`config.mk`:
```
export PLATFORM = sky130hd
export DESIGN_NAME = ps2_mouse_packet_tracker
export DESIGN_NICKNAME = d
export VERILOG_FILES = /design/src/hdl/ps2mt_pkg.sv /design/src/hdl/ps2_mouse_packet_tracker.sv /design/src/hdl/ps2mt_cfg_regs.sv /design/src/hdl/ps2mt_packet_core.sv /design/src/hdl/ps2mt_out_reg.sv
export VERILOG_INCLUDE_DIRS = /design/src /design/src/hdl
export SDC_FILE = /design/constraint.sdc
export NUM_CORES = 1
export LEC_CHECK = 0
export BUFFER_PORTS_ARGS = -buffer_cell sky130_fd_sc_hd__buf_2
export CORE_ASPECT_RATIO = 0.8
export CORE_UTILIZATION = 35
export DETAILED_ROUTE_END_ITERATION = 8
export SLEW_MARGIN = 20
export SYNTH_ARGS = -nofsm -noshare
export SYNTH_HDL_FRONTEND = slang
export SYNTH_SLANG_ARGS = --single-unit
```
`constraint.sdc`:
```
create_clock -name aclk -period 12.1 [get_ports aclk]
set_clock_uncertainty 0.2 [all_clocks]
set_input_delay 2.42 -clock aclk [delete_from_list [all_inputs] [get_ports aclk]]
set_output_delay 2.42 -clock aclk [all_outputs]
set_load 0.005 [all_outputs]
```
`src/hdl/assert_macros.svh`:
```
// ----------------------------------------------------------------------------
// Assertion macros
// Shared concurrent assertion helpers for the PS/2 mouse packet tracker RTL.
// ----------------------------------------------------------------------------
`ifndef ASSERT_MACROS_SVH
`define ASSERT_MACROS_SVH

`ifndef SYNTHESIS

// Property must hold at every clock edge outside reset.
`define PS2MT_ASSERT(label, clk, rst_n, prop) \
    label: assert property (@(posedge clk) disable iff (!rst_n) (prop)) \
        else $error("ps2mt assertion failed");

// Condition must never be true outside reset.
`define PS2MT_NEVER(label, clk, rst_n, cond) \
    label: assert property (@(posedge clk) disable iff (!rst_n) !(cond)) \
        else $error("ps2mt forbidden condition seen");

`else

`define PS2MT_ASSERT(label, clk, rst_n, prop)
`define PS2MT_NEVER(label, clk, rst_n, cond)

`endif

`endif

```
`src/hdl/ps2mt_pkg.sv`:
```
// ----------------------------------------------------------------------------
// PS/2 mouse packet tracker package
// Widths, constants and transfer types shared by the tracker modules.
// ----------------------------------------------------------------------------
package ps2mt_pkg;

    localparam int COORD_BITS    = 12;
    localparam int BYTE_BITS     = 8;
    localparam int APB_ADDR_BITS = 3;
    localparam int APB_DATA_BITS = 32;

    // Status and packet header bit positions.
    localparam int ST_FULL_BIT    = 0;
    localparam int ST_AUX_BIT     = 5;
    localparam int HEAD_VALID_BIT = 3;
    localparam int BTN_LEFT_BIT   = 0;
    localparam int BTN_RIGHT_BIT  = 1;
    localparam int BTN_MIDDLE_BIT = 2;

    typedef logic [COORD_BITS-1:0] coord_t;

    localparam coord_t WIDTH_RESET  = 12'd1024;
    localparam coord_t HEIGHT_RESET = 12'd768;

    // Register index, taken from paddr[2].
    typedef enum logic {
        REG_WIDTH  = 1'b0,
        REG_HEIGHT = 1'b1
    } reg_idx_t;

    typedef struct packed {
        logic [BYTE_BITS-1:0] ctrl_status;
        logic [BYTE_BITS-1:0] rx_byte;
    } in_t;

    typedef struct packed {
        coord_t                      pos_x_out;
        coord_t                      pos_y_out;
        logic signed [BYTE_BITS-1:0] delta_x;
        logic signed [BYTE_BITS-1:0] delta_y;
        logic                        left_button;
        logic                        right_button;
        logic                        middle_button;
    } out_t;

    // Bounds as seen by the packet core, plus a one-cycle clamp request
    // issued the cycle after a bound register write.
    typedef struct packed {
        coord_t width_bound;
        coord_t height_bound;
        logic   clamp;
    } cfg_t;

endpackage

```
`src/hdl/ps2_mouse_packet_tracker.sv`:
```
// ----------------------------------------------------------------------------
// PS/2 mouse packet tracker
// Decodes three-byte PS/2 mouse packets into a clamped cursor position.
// ----------------------------------------------------------------------------
// Usage: each input transfer on s_* carries one controller status byte and one
// data byte. Bytes whose status lacks the output-full or the aux bit are dropped.
// Kept bytes are grouped into three-byte packets; a packet whose first byte has
// bit 3 clear is discarded, any other one moves the cursor by its signed deltas
// (y moves opposite to the packet's dy) and yields one result transfer on m_*.
// A byte lands in the input register at its transfer, then crosses the add and
// clamp logic into the result register, and m_valid is high from then on.
// Throughput is one input transfer per cycle while the receiver does not stall,
// set by the single add and clamp step between those two registers.
// When the receiver stalls, the result register holds its transfer and the
// input register still takes one more item; s_ready drops only when both hold.
// Reset clears the packet byte count and the cursor to the origin and loads
// the width and height bounds with 1024 and 768.
// The APB port holds the width bound at address 0 and the height bound at
// address 4; a write of zero leaves the bound as is, and every write pulls the
// cursor inside the bounds on the following cycle.
// ----------------------------------------------------------------------------
module ps2_mouse_packet_tracker (
    input  logic                                aclk,
    input  logic                                aresetn,
    // Input byte channel.
    input  logic                                s_valid,
    output logic                                s_ready,
    input  ps2mt_pkg::in_t                      s_data,
    // Result channel.
    output logic                                m_valid,
    input  logic                                m_ready,
    output ps2mt_pkg::out_t                     m_data,
    // Configuration port.
    input  logic                                psel,
    input  logic                                penable,
    input  logic                                pwrite,
    input  logic [ps2mt_pkg::APB_ADDR_BITS-1:0] paddr,
    input  logic [ps2mt_pkg::APB_DATA_BITS-1:0] pwdata,
    output logic [ps2mt_pkg::APB_DATA_BITS-1:0] prdata,
    output logic                                pready
);

    ps2mt_pkg::cfg_t cfg;
    logic            res_valid;
    ps2mt_pkg::out_t res_data;
    logic            out_stall;

    // Bound registers and the clamp request that follows each write.
    ps2mt_cfg_regs u_cfg_regs (
        .aclk    (aclk),
        .aresetn (aresetn),
        .psel    (psel),
        .penable (penable),
        .pwrite  (pwrite),
        .paddr   (paddr),
        .pwdata  (pwdata),
        .prdata  (prdata),
        .pready  (pready),
        .cfg     (cfg)
    );

    // Input register, packet assembly and cursor arithmetic.
    ps2mt_packet_core u_packet_core (
        .aclk      (aclk),
        .aresetn   (aresetn),
        .s_valid   (s_valid),
        .s_ready   (s_ready),
        .s_data    (s_data),
        .cfg       (cfg),
        .out_stall (out_stall),
        .res_valid (res_valid),
        .res_data  (res_data)
    );

    // Result register facing the downstream receiver.
    ps2mt_out_reg u_out_reg (
        .aclk      (aclk),
        .aresetn   (aresetn),
        .res_valid (res_valid),
        .res_data  (res_data),
        .out_stall (out_stall),
        .m_valid   (m_valid),
        .m_ready   (m_ready),
        .m_data    (m_data)
    );

endmodule

```
`src/hdl/ps2mt_cfg_regs.sv`:
```
// ----------------------------------------------------------------------------
// PS/2 mouse tracker configuration registers
// APB register file holding the screen width and height bounds.
// ----------------------------------------------------------------------------
module ps2mt_cfg_regs (
    input  logic                                aclk,
    input  logic                                aresetn,
    input  logic                                psel,
    input  logic                                penable,
    input  logic                                pwrite,
    input  logic [ps2mt_pkg::APB_ADDR_BITS-1:0] paddr,
    input  logic [ps2mt_pkg::APB_DATA_BITS-1:0] pwdata,
    output logic [ps2mt_pkg::APB_DATA_BITS-1:0] prdata,
    output logic                                pready,
    output ps2mt_pkg::cfg_t                     cfg
);

    ps2mt_pkg::coord_t   width_reg, width_next;
    ps2mt_pkg::coord_t   height_reg, height_next;
    logic                clamp_reg, clamp_next;
    logic                wr_en;
    ps2mt_pkg::reg_idx_t wr_idx;
    ps2mt_pkg::coord_t   wr_val;

    assign pready = 1'b1;
    assign wr_en  = psel && penable && pwrite;
    assign wr_idx = ps2mt_pkg::reg_idx_t'(paddr[2]);
    assign wr_val = pwdata[ps2mt_pkg::COORD_BITS-1:0];

    // A zero bound is ignored, but the cursor is clamped after every write.
    always_comb begin
        width_next  = width_reg;
        height_next = height_reg;
        clamp_next  = wr_en;
        if (wr_en && (wr_val != '0)) begin
            case (wr_idx)
                ps2mt_pkg::REG_WIDTH:  width_next  = wr_val;
                ps2mt_pkg::REG_HEIGHT: height_next = wr_val;
                default: ;
            endcase
        end
    end

    always_ff @(posedge aclk) begin
        if (!aresetn) begin
            width_reg  <= ps2mt_pkg::WIDTH_RESET;
            height_reg <= ps2mt_pkg::HEIGHT_RESET;
            clamp_reg  <= 1'b0;
        end else begin
            width_reg  <= width_next;
            height_reg <= height_next;
            clamp_reg  <= clamp_next;
        end
    end

    always_comb begin
        prdata = '0;
        case (wr_idx)
            ps2mt_pkg::REG_WIDTH:  prdata[ps2mt_pkg::COORD_BITS-1:0] = width_reg;
            ps2mt_pkg::REG_HEIGHT: prdata[ps2mt_pkg::COORD_BITS-1:0] = height_reg;
            default: ;
        endcase
    end

    assign cfg.width_bound  = width_reg;
    assign cfg.height_bound = height_reg;
    assign cfg.clamp        = clamp_reg;

endmodule

```
`src/hdl/ps2mt_packet_core.sv`:
```
// ----------------------------------------------------------------------------
// PS/2 mouse tracker packet core
// Input register, three-byte packet assembly and clamped cursor update.
// ----------------------------------------------------------------------------
`include "assert_macros.svh"

module ps2mt_packet_core (
    input  logic              aclk,
    input  logic              aresetn,
    input  logic              s_valid,
    output logic              s_ready,
    input  ps2mt_pkg::in_t    s_data,
    input  ps2mt_pkg::cfg_t   cfg,
    input  logic              out_stall,
    output logic              res_valid,
    output ps2mt_pkg::out_t   res_data
);

    localparam int SUM_BITS = ps2mt_pkg::COORD_BITS + 2;

    typedef enum logic [1:0] {
        CNT_HEAD   = 2'd0,
        CNT_SECOND = 2'd1,
        CNT_THIRD  = 2'd2
    } cnt_t;

    logic                                in_vld_reg, in_vld_next;
    ps2mt_pkg::in_t                      in_data_reg;
    cnt_t                                cnt_reg, cnt_next;
    logic [ps2mt_pkg::BYTE_BITS-1:0]     head_reg, head_next;
    logic [ps2mt_pkg::BYTE_BITS-1:0]     second_reg, second_next;
    ps2mt_pkg::coord_t                   cur_x_reg, cur_x_next;
    ps2mt_pkg::coord_t                   cur_y_reg, cur_y_next;
    ps2mt_pkg::coord_t                   base_x;
    ps2mt_pkg::coord_t                   base_y;
    logic                                fire;
    logic                                take;
    logic [SUM_BITS-1:0]                 sum_x;
    logic [SUM_BITS-1:0]                 sum_y;
    ps2mt_pkg::coord_t                   new_x;
    ps2mt_pkg::coord_t                   new_y;

    // Clamp a widened signed sum into 0..bound-1.
    function automatic ps2mt_pkg::coord_t clamp_sum(
        input logic [SUM_BITS-1:0] s,
        input ps2mt_pkg::coord_t   bound
    );
        ps2mt_pkg::coord_t r;
        if (s[SUM_BITS-1]) begin
            r = '0;
        end else if (s[SUM_BITS-2:0] >= {1'b0, bound}) begin
            r = bound - ps2mt_pkg::coord_t'(1);
        end else begin
            r = s[ps2mt_pkg::COORD_BITS-1:0];
        end
        return r;
    endfunction

    assign fire    = in_vld_reg && !out_stall;
    assign s_ready = !in_vld_reg || !out_stall;
    assign take    = fire && in_data_reg.ctrl_status[ps2mt_pkg::ST_FULL_BIT]
                          && in_data_reg.ctrl_status[ps2mt_pkg::ST_AUX_BIT];

    // After a bound write the stored cursor is pulled inside the new bounds,
    // and a packet finishing in that same cycle moves from the pulled-in spot.
    assign base_x = (cfg.clamp && (cur_x_reg >= cfg.width_bound))
                  ? cfg.width_bound - ps2mt_pkg::coord_t'(1) : cur_x_reg;
    assign base_y = (cfg.clamp && (cur_y_reg >= cfg.height_bound))
                  ? cfg.height_bound - ps2mt_pkg::coord_t'(1) : cur_y_reg;

    assign sum_x = {2'b00, base_x}
                 + {{(SUM_BITS-ps2mt_pkg::BYTE_BITS){second_reg[ps2mt_pkg::BYTE_BITS-1]}},
                    second_reg};
    assign sum_y = {2'b00, base_y}
                 - {{(SUM_BITS-ps2mt_pkg::BYTE_BITS){in_data_reg.rx_byte[ps2mt_pkg::BYTE_BITS-1]}},
                    in_data_reg.rx_byte};
    assign new_x = clamp_sum(sum_x, cfg.width_bound);
    assign new_y = clamp_sum(sum_y, cfg.height_bound);

    always_comb begin
        in_vld_next = in_vld_reg;
        if (s_valid && s_ready) begin
            in_vld_next = 1'b1;
        end else if (fire) begin
            in_vld_next = 1'b0;
        end
    end

    always_comb begin
        cnt_next    = cnt_reg;
        head_next   = head_reg;
        second_next = second_reg;
        cur_x_next  = base_x;
        cur_y_next  = base_y;
        res_valid   = 1'b0;

        if (take) begin
            case (cnt_reg)
                CNT_HEAD: begin
                    head_next = in_data_reg.rx_byte;
                    cnt_next  = CNT_SECOND;
                end
                CNT_SECOND: begin
                    second_next = in_data_reg.rx_byte;
                    cnt_next    = CNT_THIRD;
                end
                default: begin
                    cnt_next = CNT_HEAD;
                    if (head_reg[ps2mt_pkg::HEAD_VALID_BIT]) begin
                        cur_x_next = new_x;
                        cur_y_next = new_y;
                        res_valid  = 1'b1;
                    end
                end
            endcase
        end
    end

    assign res_data.pos_x_out     = new_x;
    assign res_data.pos_y_out     = new_y;
    assign res_data.delta_x       = second_reg;
    assign res_data.delta_y       = in_data_reg.rx_byte;
    assign res_data.left_button   = head_reg[ps2mt_pkg::BTN_LEFT_BIT];
    assign res_data.right_button  = head_reg[ps2mt_pkg::BTN_RIGHT_BIT];
    assign res_data.middle_button = head_reg[ps2mt_pkg::BTN_MIDDLE_BIT];

    always_ff @(posedge aclk) begin
        if (!aresetn) begin
            in_vld_reg <= 1'b0;
            cnt_reg    <= CNT_HEAD;
            head_reg   <= '0;
            second_reg <= '0;
            cur_x_reg  <= '0;
            cur_y_reg  <= '0;
        end else begin
            in_vld_reg <= in_vld_next;
            cnt_reg    <= cnt_next;
            head_reg   <= head_next;
            second_reg <= second_next;
            cur_x_reg  <= cur_x_next;
            cur_y_reg  <= cur_y_next;
        end
    end

    always_ff @(posedge aclk) begin
        if (s_valid && s_ready) begin
            in_data_reg <= s_data;
        end
    end

    // A result is only issued when the result register can take it.
    `PS2MT_NEVER(a_res_into_stall, aclk, aresetn, res_valid && out_stall)
    // A result always closes a packet and restarts the byte count.
    `PS2MT_ASSERT(a_res_restarts, aclk, aresetn, res_valid |=> cnt_reg == CNT_HEAD)
    // After a bound write has been applied the cursor sits inside the bounds.
    `PS2MT_ASSERT(a_clamp_x, aclk, aresetn,
        $past(cfg.clamp) |-> cur_x_reg < cfg.width_bound)
    `PS2MT_ASSERT(a_clamp_y, aclk, aresetn,
        $past(cfg.clamp) |-> cur_y_reg < cfg.height_bound)

endmodule

```
`src/hdl/ps2mt_out_reg.sv`:
```
// ----------------------------------------------------------------------------
// PS/2 mouse tracker result register
// Holds one finished result until the downstream side takes it.
// ----------------------------------------------------------------------------
module ps2mt_out_reg (
    input  logic            aclk,
    input  logic            aresetn,
    input  logic            res_valid,
    input  ps2mt_pkg::out_t res_data,
    output logic            out_stall,
    output logic            m_valid,
    input  logic            m_ready,
    output ps2mt_pkg::out_t m_data
);

    logic            vld_reg, vld_next;
    ps2mt_pkg::out_t data_reg;

    assign out_stall = vld_reg && !m_ready;

    always_comb begin
        vld_next = vld_reg;
        if (res_valid) begin
            vld_next = 1'b1;
        end else if (m_ready) begin
            vld_next = 1'b0;
        end
    end

    always_ff @(posedge aclk) begin
        if (!aresetn) begin
            vld_reg <= 1'b0;
        end else begin
            vld_reg <= vld_next;
        end
    end

    always_ff @(posedge aclk) begin
        if (res_valid) begin
            data_reg <= res_data;
        end
    end

    assign m_valid = vld_reg;
    assign m_data  = data_reg;

endmodule
```
### After elaboration in Yosys (flattened, before gate mapping)

Index checks and enable logic that the tools add are counted.

* flip-flop bits (word level): 122
* input port bits: 58
* output and inout port bits: 78
* logic and storage cells: 73

* add/sub/neg operators: 4
* order comparisons: 4
* eq/ne operators: 1
* muxes and demuxes: 21
* bitwise logic cells: 1
* reductions and logical operators: 23

Operators by type and width (number)
* 12-bit 2-to-1 mux: 12
* 13-bit by 12-bit >= comparator with 1-bit output: 2
* 12-bit >= comparator: 2
* 12-bit one-hot mux with 2 select lines: 1
* 12-bit by 1-bit subtractor with 12-bit output, second input constant: 2
* 13-bit by 8-bit adder with 14-bit output: 1
* 13-bit by 8-bit subtractor with 14-bit output: 1
* 12-bit nonzero test: 1
* 1-bit logical AND: 10
* 2-bit AND reduction: 4
* 1-bit 2-to-1 mux: 7
* 2-bit one-hot mux with 2 select lines: 1
* 2-bit nonzero test: 2
* 1-bit zero test: 3
* 2-bit by 1-bit == test with 1-bit output, second input constant: 1
* 2-bit zero test: 1
* 2-bit OR reduction: 1
* 1-bit logical OR: 1
* 1-bit NOT: 1

### Longest topological paths before layout

* word-level depth: 10
* mapped depth: 29
* gate-level depth less buffers: 27

### Hierarchy

A second synthesis with hierarchy kept.

* cells, all modules: 750
* area, all modules: 7613.6 um^2

Modules (own cells, without submodules)
* ps2mt_packet_core: instances 1, cells an instance 564, area each 4951.0 um^2, sequential area each 1081.0 um^2
* ps2mt_out_reg: instances 1, cells an instance 46, area each 1332.5 um^2, sequential area each 1311.3 um^2
* ps2mt_cfg_regs: instances 1, cells an instance 140, area each 1330.0 um^2, sequential area each 500.5 um^2

### Least setup slack after synthesis

No wires, ideal clock.

* path type: input -> register
* from: input m_ready
* to: register u_packet_core.cur_x_reg[10]
* library setup time: 68 ps
* arrival: 5637 ps
* data required time: 11832 ps
* path slack: 6195 ps
* cell stages on the path: 7
* buffers on the path: 1
* cell sequence: nor2b_1 nand4b_1 nor2_1 nand2_1 or2_2 buf_4 o2bb2ai_2

* word-level cells in the longest chain between the ends: 7

Ends and longest elaborated chain
* start: declaration: RTL line ps2_mouse_packet_tracker.sv:31 `input logic m_ready,`
* 1-bit zero test: RTL line ps2mt_out_reg.sv:19 `assign out_stall = vld_reg && !m_ready;`
* 1-bit logical AND: RTL line ps2mt_out_reg.sv:19
* 1-bit zero test: RTL line ps2mt_packet_core.sv:59 `assign fire = in_vld_reg && !out_stall;`
* 1-bit logical AND: RTL line ps2mt_packet_core.sv:59
* 1-bit logical AND: RTL line ps2mt_packet_core.sv:61 `assign take = fire && in_data_reg.ctrl_status[ps2mt_pkg::ST_FULL_BIT]`
* 1-bit logical AND: RTL line ps2mt_packet_core.sv:62 `&& in_data_reg.ctrl_status[ps2mt_pkg::ST_AUX_BIT];`
* 12-bit 2-to-1 mux: RTL line ps2mt_packet_core.sv:97 `if (take) begin`
* end signal: assignment: RTL line ps2mt_packet_core.sv:140 `cur_x_reg <= cur_x_next;`
* end: declaration: RTL line ps2mt_packet_core.sv:32 `ps2mt_pkg::coord_t cur_x_reg, cur_x_next;`

No other way between the ends.
A chain may end at the register's enable or synchronous reset.

==> run_results.csv <==
group,metric,value,unit
outcome,status,"finished clean",
power_and_ir_drop,pwr-share-clk,0.485,
clock_tree,clockRootBuffer,"sky130_fd_sc_hd__clkbuf_16",
clock_tree,clk_pin_slew_worst_paths,0.06,ns
power_and_ir_drop,seq_power_share,0.414,
global_routing,total_congestion_overflow,0,
global_routing,largest_net_degree_at_the_start_of_global_routing,45,
place,gp_congestion,0.826,
timing,final.min_clock_period,7.44,ns
global_routing,grt_pass1_wl,28800,um
worst_setup_path,setup_slack_of_the_most_critical_reg_to_reg_path,4.66,ns
finish,largest_reg_flops,43,
clock_tree,ctsLongestPathBuffers,2,
global_routing,first_global_vias,5209,
timing,max_slew.worst_pin.slew,1.07,ns
clock_tree,clock_tree.htree_level_count,4,
clock_tree,postCtsSetupBuffers,0,
finish,drive_above_1_share,0.193,
flow_run,max-cap-violations,0,
power_and_ir_drop,vdd_drop_max,0.0916,mV
worst_setup_path,timing.setup.critical_path_class,"reg -> reg",
worst_setup_path,timing.critical_path.arrival,7.41,ns
power_and_ir_drop,p_int,768,uW
yosys,synth_edf_count,53,
power_and_ir_drop,power_per_cell_area,121,nW/um^2
global_routing,antenna_found_initial,2,
place,dp_hpwl,14000,um
detailed_routing,drt.antenna.violating_nets,0,
power_and_ir_drop,design_power_total,1040,uW
yosys,yosysUniqueCellTypes,61,
power_and_ir_drop,power.switching_fraction,0.260,
clock_tree,ctsHoldBuffers,0,
worst_setup_path,worstSetupStartpointType,"register",
power_and_ir_drop,p_comb_frac,0.101,
yosys,post_synth_instance_area,7370,sq um
die,io-pin-count,136,
min_path,worst_hold_startpoint,"u_packet_core.head_reg[2]$_SDFFE_PN0P_",
min_path,min_delay_worst_endpoint,"u_out_reg.m_data[0]$_DFFE_PP_",
timing,fmax,134,MHz
worst_setup_path,path_max_fanout,12,
clock_tree,clock_latency,0.43,ns
clock_tree,post_cts_resize_count,0,
detailed_routing,drcViolationCount,0,
yosys,synthFlopType,"sky130_fd_sc_hd__dfxtp_1",
die,die_y,132,um
detailed_routing,post_drt_via_cell_ratio,4.99,
yosys,postSynthRegisterBits,118,
detailed_routing,routedWlPerCell,16.5,um
timing,min_period_over_period,0.615,
detailed_routing,drt-pass1-iter-count,7,
die,floorplan.die.width,164,um
worst_setup_path,rr_endpoint,"u_out_reg.m_data[38]$_DFFE_PP_",
finish,finish.net_count,973,
detailed_routing,postRouteWirelength,18400,um
clock_tree,numCtsBuffers,17,
die,die_area,21700,sq um
worst_setup_path,worst_setup_path_end_kind,"register",
yosys,post_synth_inst_count,746,
finish,layout.cells.most_common,"sky130_fd_sc_hd__nor2_1",
global_routing,globalRouteTotalUtil,0.176,
worst_setup_path,cp_data_required_time,12.07,ns
clock_tree,clock_sinks,118,
power_and_ir_drop,switching_power,270,uW
min_path,hold_path.class,"reg -> reg",
power_and_ir_drop,p_leak,0.00390,uW
detailed_routing,drt-initial-drc-count,386,
die,core_region_area,20600,sq um
finish,flow.area_growth_from_synthesis,16.8,%
finish,n_fill_cell,2011,
min_path,worst_hold_path.num_cells,0,
yosys,post_synthesis_sequential_area_ratio,0.392,
finish,layout_common_cells,"sky130_fd_sc_hd__nor2_1, sky130_fd_sc_hd__buf_2, sky130_fd_sc_hd__ha_1",
yosys,post_synth.cell_area_avg,9.89,sq um
timing,worst_slew_margin_rel,0.288,
place,port_buffers,86,
worst_setup_path,r2r-start,"u_cfg_regs.width_reg[0]$_SDFFE_PN0P_",
clock_tree,tritoncts_clock_tree,"done",
finish,n_antenna_cell,0,
yosys,synth_warnings,0,
timing,final_hold_viol_count,0,
yosys,async_reset_ff_frac,0,
timing,slew_violations,0,
die,initial_util,0.357,
timing,setup_viol_count_final,0,
timing,finalSetupTns,0,ns
worst_setup_path,timing.reg2reg.worst_path_depth,24,
detailed_routing,vias,5586,
die,fp-row-count,47,
timing,setup_repair_after_global_routing_missed_its_margin,"false",
[cells by family after synthesis]
kind of cell | Yosys count | synth area share
fa+ha+maj | 78 | 0.134
buf+inv | 94 | 0.0607
xor+xnor | 41 | 0.0487
mux | 72 | 0.101
simple gates | 196 | 0.122
flops | 118 | 0.392
compound gates | 145 | 0.140
other cells | 2 | 0.00102
[stage by stage]
step                      setup WS, ns  instance area, sq um   util  hold WS, ns  std cells
after floorplan                   6.20                  7450      -        0.208        765
after CTS                         4.58                  8610  0.417        0.248       1118
after detailed placement          4.64                  8030  0.389        0.224       1086
final                             4.66                  8620  0.417        0.248       1119
after global placement            4.69                  8030  0.389        0.214       1086
after global routing              4.26                  8620  0.417        0.246       1119
[critical path, stage by stage (launching register included)]
cell	delay, ns
sky130_fd_sc_hd__dfxtp_1	0.41
sky130_fd_sc_hd__ha_1	0.25
sky130_fd_sc_hd__nand2b_1	0.14
sky130_fd_sc_hd__a21o_1	0.18
sky130_fd_sc_hd__a21oi_1	0.26
sky130_fd_sc_hd__o2111ai_1	0.15
sky130_fd_sc_hd__a41o_1	0.25
sky130_fd_sc_hd__nand2_1	0.49
sky130_fd_sc_hd__mux2i_1	0.42
sky130_fd_sc_hd__inv_1	0.08
sky130_fd_sc_hd__ha_1	0.30
sky130_fd_sc_hd__a211oi_1	0.30
sky130_fd_sc_hd__o21bai_1	0.20
sky130_fd_sc_hd__o22ai_2	0.28
sky130_fd_sc_hd__o21ai_0	0.15
sky130_fd_sc_hd__xor2_1	0.22
sky130_fd_sc_hd__ha_1	0.28
sky130_fd_sc_hd__a21oi_1	0.22
sky130_fd_sc_hd__nand2_1	0.12
sky130_fd_sc_hd__a2111oi_0	0.67
sky130_fd_sc_hd__and4b_1	0.31
sky130_fd_sc_hd__a2111oi_4	0.57
sky130_fd_sc_hd__buf_4	0.31
sky130_fd_sc_hd__mux2i_1	0.36
sky130_fd_sc_hd__nor2_1	0.07
[synthesized netlist by cell type (2+ instances only)]
cell / n / area [sq um]
sky130_fd_sc_hd__nor2_1: 90 / 338
sky130_fd_sc_hd__ha_1: 76 / 951
sky130_fd_sc_hd__dfxtp_1: 65 / 1300
sky130_fd_sc_hd__mux2i_1: 54 / 541
sky130_fd_sc_hd__edfxtp_1: 53 / 1590
sky130_fd_sc_hd__inv_1: 50 / 188
sky130_fd_sc_hd__a21oi_1: 40 / 200
sky130_fd_sc_hd__nand2_1: 36 / 135
sky130_fd_sc_hd__xnor2_1: 35 / 307
sky130_fd_sc_hd__o21ai_0: 30 / 150
sky130_fd_sc_hd__buf_4: 22 / 165
sky130_fd_sc_hd__mux2_2: 18 / 203
sky130_fd_sc_hd__clkbuf_1: 14 / 52.6
sky130_fd_sc_hd__nand3_1: 13 / 65.1
sky130_fd_sc_hd__o2bb2ai_1: 12 / 105
sky130_fd_sc_hd__nor3_1: 11 / 55.1
sky130_fd_sc_hd__a21o_1: 10 / 75.1
sky130_fd_sc_hd__o21a_1: 10 / 75.1
sky130_fd_sc_hd__nand2b_1: 9 / 56.3
sky130_fd_sc_hd__nor2b_1: 9 / 56.3
sky130_fd_sc_hd__o2bb2ai_2: 8 / 120
sky130_fd_sc_hd__nor4_1: 7 / 43.8
sky130_fd_sc_hd__xor2_1: 6 / 52.6
sky130_fd_sc_hd__and2_1: 4 / 25.0
sky130_fd_sc_hd__and3_1: 4 / 25.0
sky130_fd_sc_hd__buf_2: 4 / 20.0
sky130_fd_sc_hd__o211ai_1: 4 / 30.0
sky130_fd_sc_hd__a211oi_1: 3 / 22.5
sky130_fd_sc_hd__a31o_2: 3 / 26.3
sky130_fd_sc_hd__a31oi_1: 3 / 18.8
sky130_fd_sc_hd__nand4_1: 3 / 18.8
sky130_fd_sc_hd__o22ai_1: 3 / 18.8
sky130_fd_sc_hd__a2111oi_0: 2 / 17.5
sky130_fd_sc_hd__buf_1: 2 / 7.51
sky130_fd_sc_hd__conb_1: 2 / 7.51
sky130_fd_sc_hd__fa_1: 2 / 40.0
sky130_fd_sc_hd__nor3b_1: 2 / 15.0
sky130_fd_sc_hd__o2111ai_1: 2 / 17.5
sky130_fd_sc_hd__o21ai_1: 2 / 10.0
sky130_fd_sc_hd__o31ai_1: 2 / 15.0
[power by group through the flow]
stage,sequential (uW),clock (uW),combinational [uW]
floorplan,435,0,79.7
global placement,438,0,103
detailed placement,438,0,104
CTS,430,511,105
global route,430,530,117
finish,430,503,105
[layer usage]
layer  vias up  global-route usage  share of wire
met5         -                   0              0
met4         0              0.0540          0.012
met3        22              0.0437          0.063
met2       156               0.233           0.39
met1      2604               0.273           0.53
li1       2804                   -              -
[final cells by class]
class | instances | area (sq um) | share of cell area
flip-flops and latches | 118 | 2890 | 0.336
well taps | 269 | 337 | 0.0391
clock inverters | 15 | 153 | 0.0177
inverters | 51 | 191 | 0.0222
clock buffers | 17 | 425 | 0.0494
repair buffers | 96 | 505 | 0.0587
multi-input cells | 553 | 4110 | 0.477
[how the worst max path moves through the flow]
stage,cells past startpoint,start,end
floorplan,7,m_ready,u_packet_core.cur_x_reg[10]$_SDFF_PN0_
global placement,23,u_cfg_regs.width_reg[0]$_SDFFE_PN0P_,u_out_reg.m_data[38]$_DFFE_PP_
detailed placement,23,u_cfg_regs.width_reg[0]$_SDFFE_PN0P_,u_out_reg.m_data[38]$_DFFE_PP_
CTS,23,u_cfg_regs.width_reg[0]$_SDFFE_PN0P_,u_out_reg.m_data[38]$_DFFE_PP_
global route,27,u_cfg_regs.width_reg[0]$_SDFFE_PN0P_,u_out_reg.m_data[38]$_DFFE_PP_
finish,24,u_cfg_regs.width_reg[0]$_SDFFE_PN0P_,u_out_reg.m_data[38]$_DFFE_PP_
No activity file was read; power rests on OpenSTA's default activity.
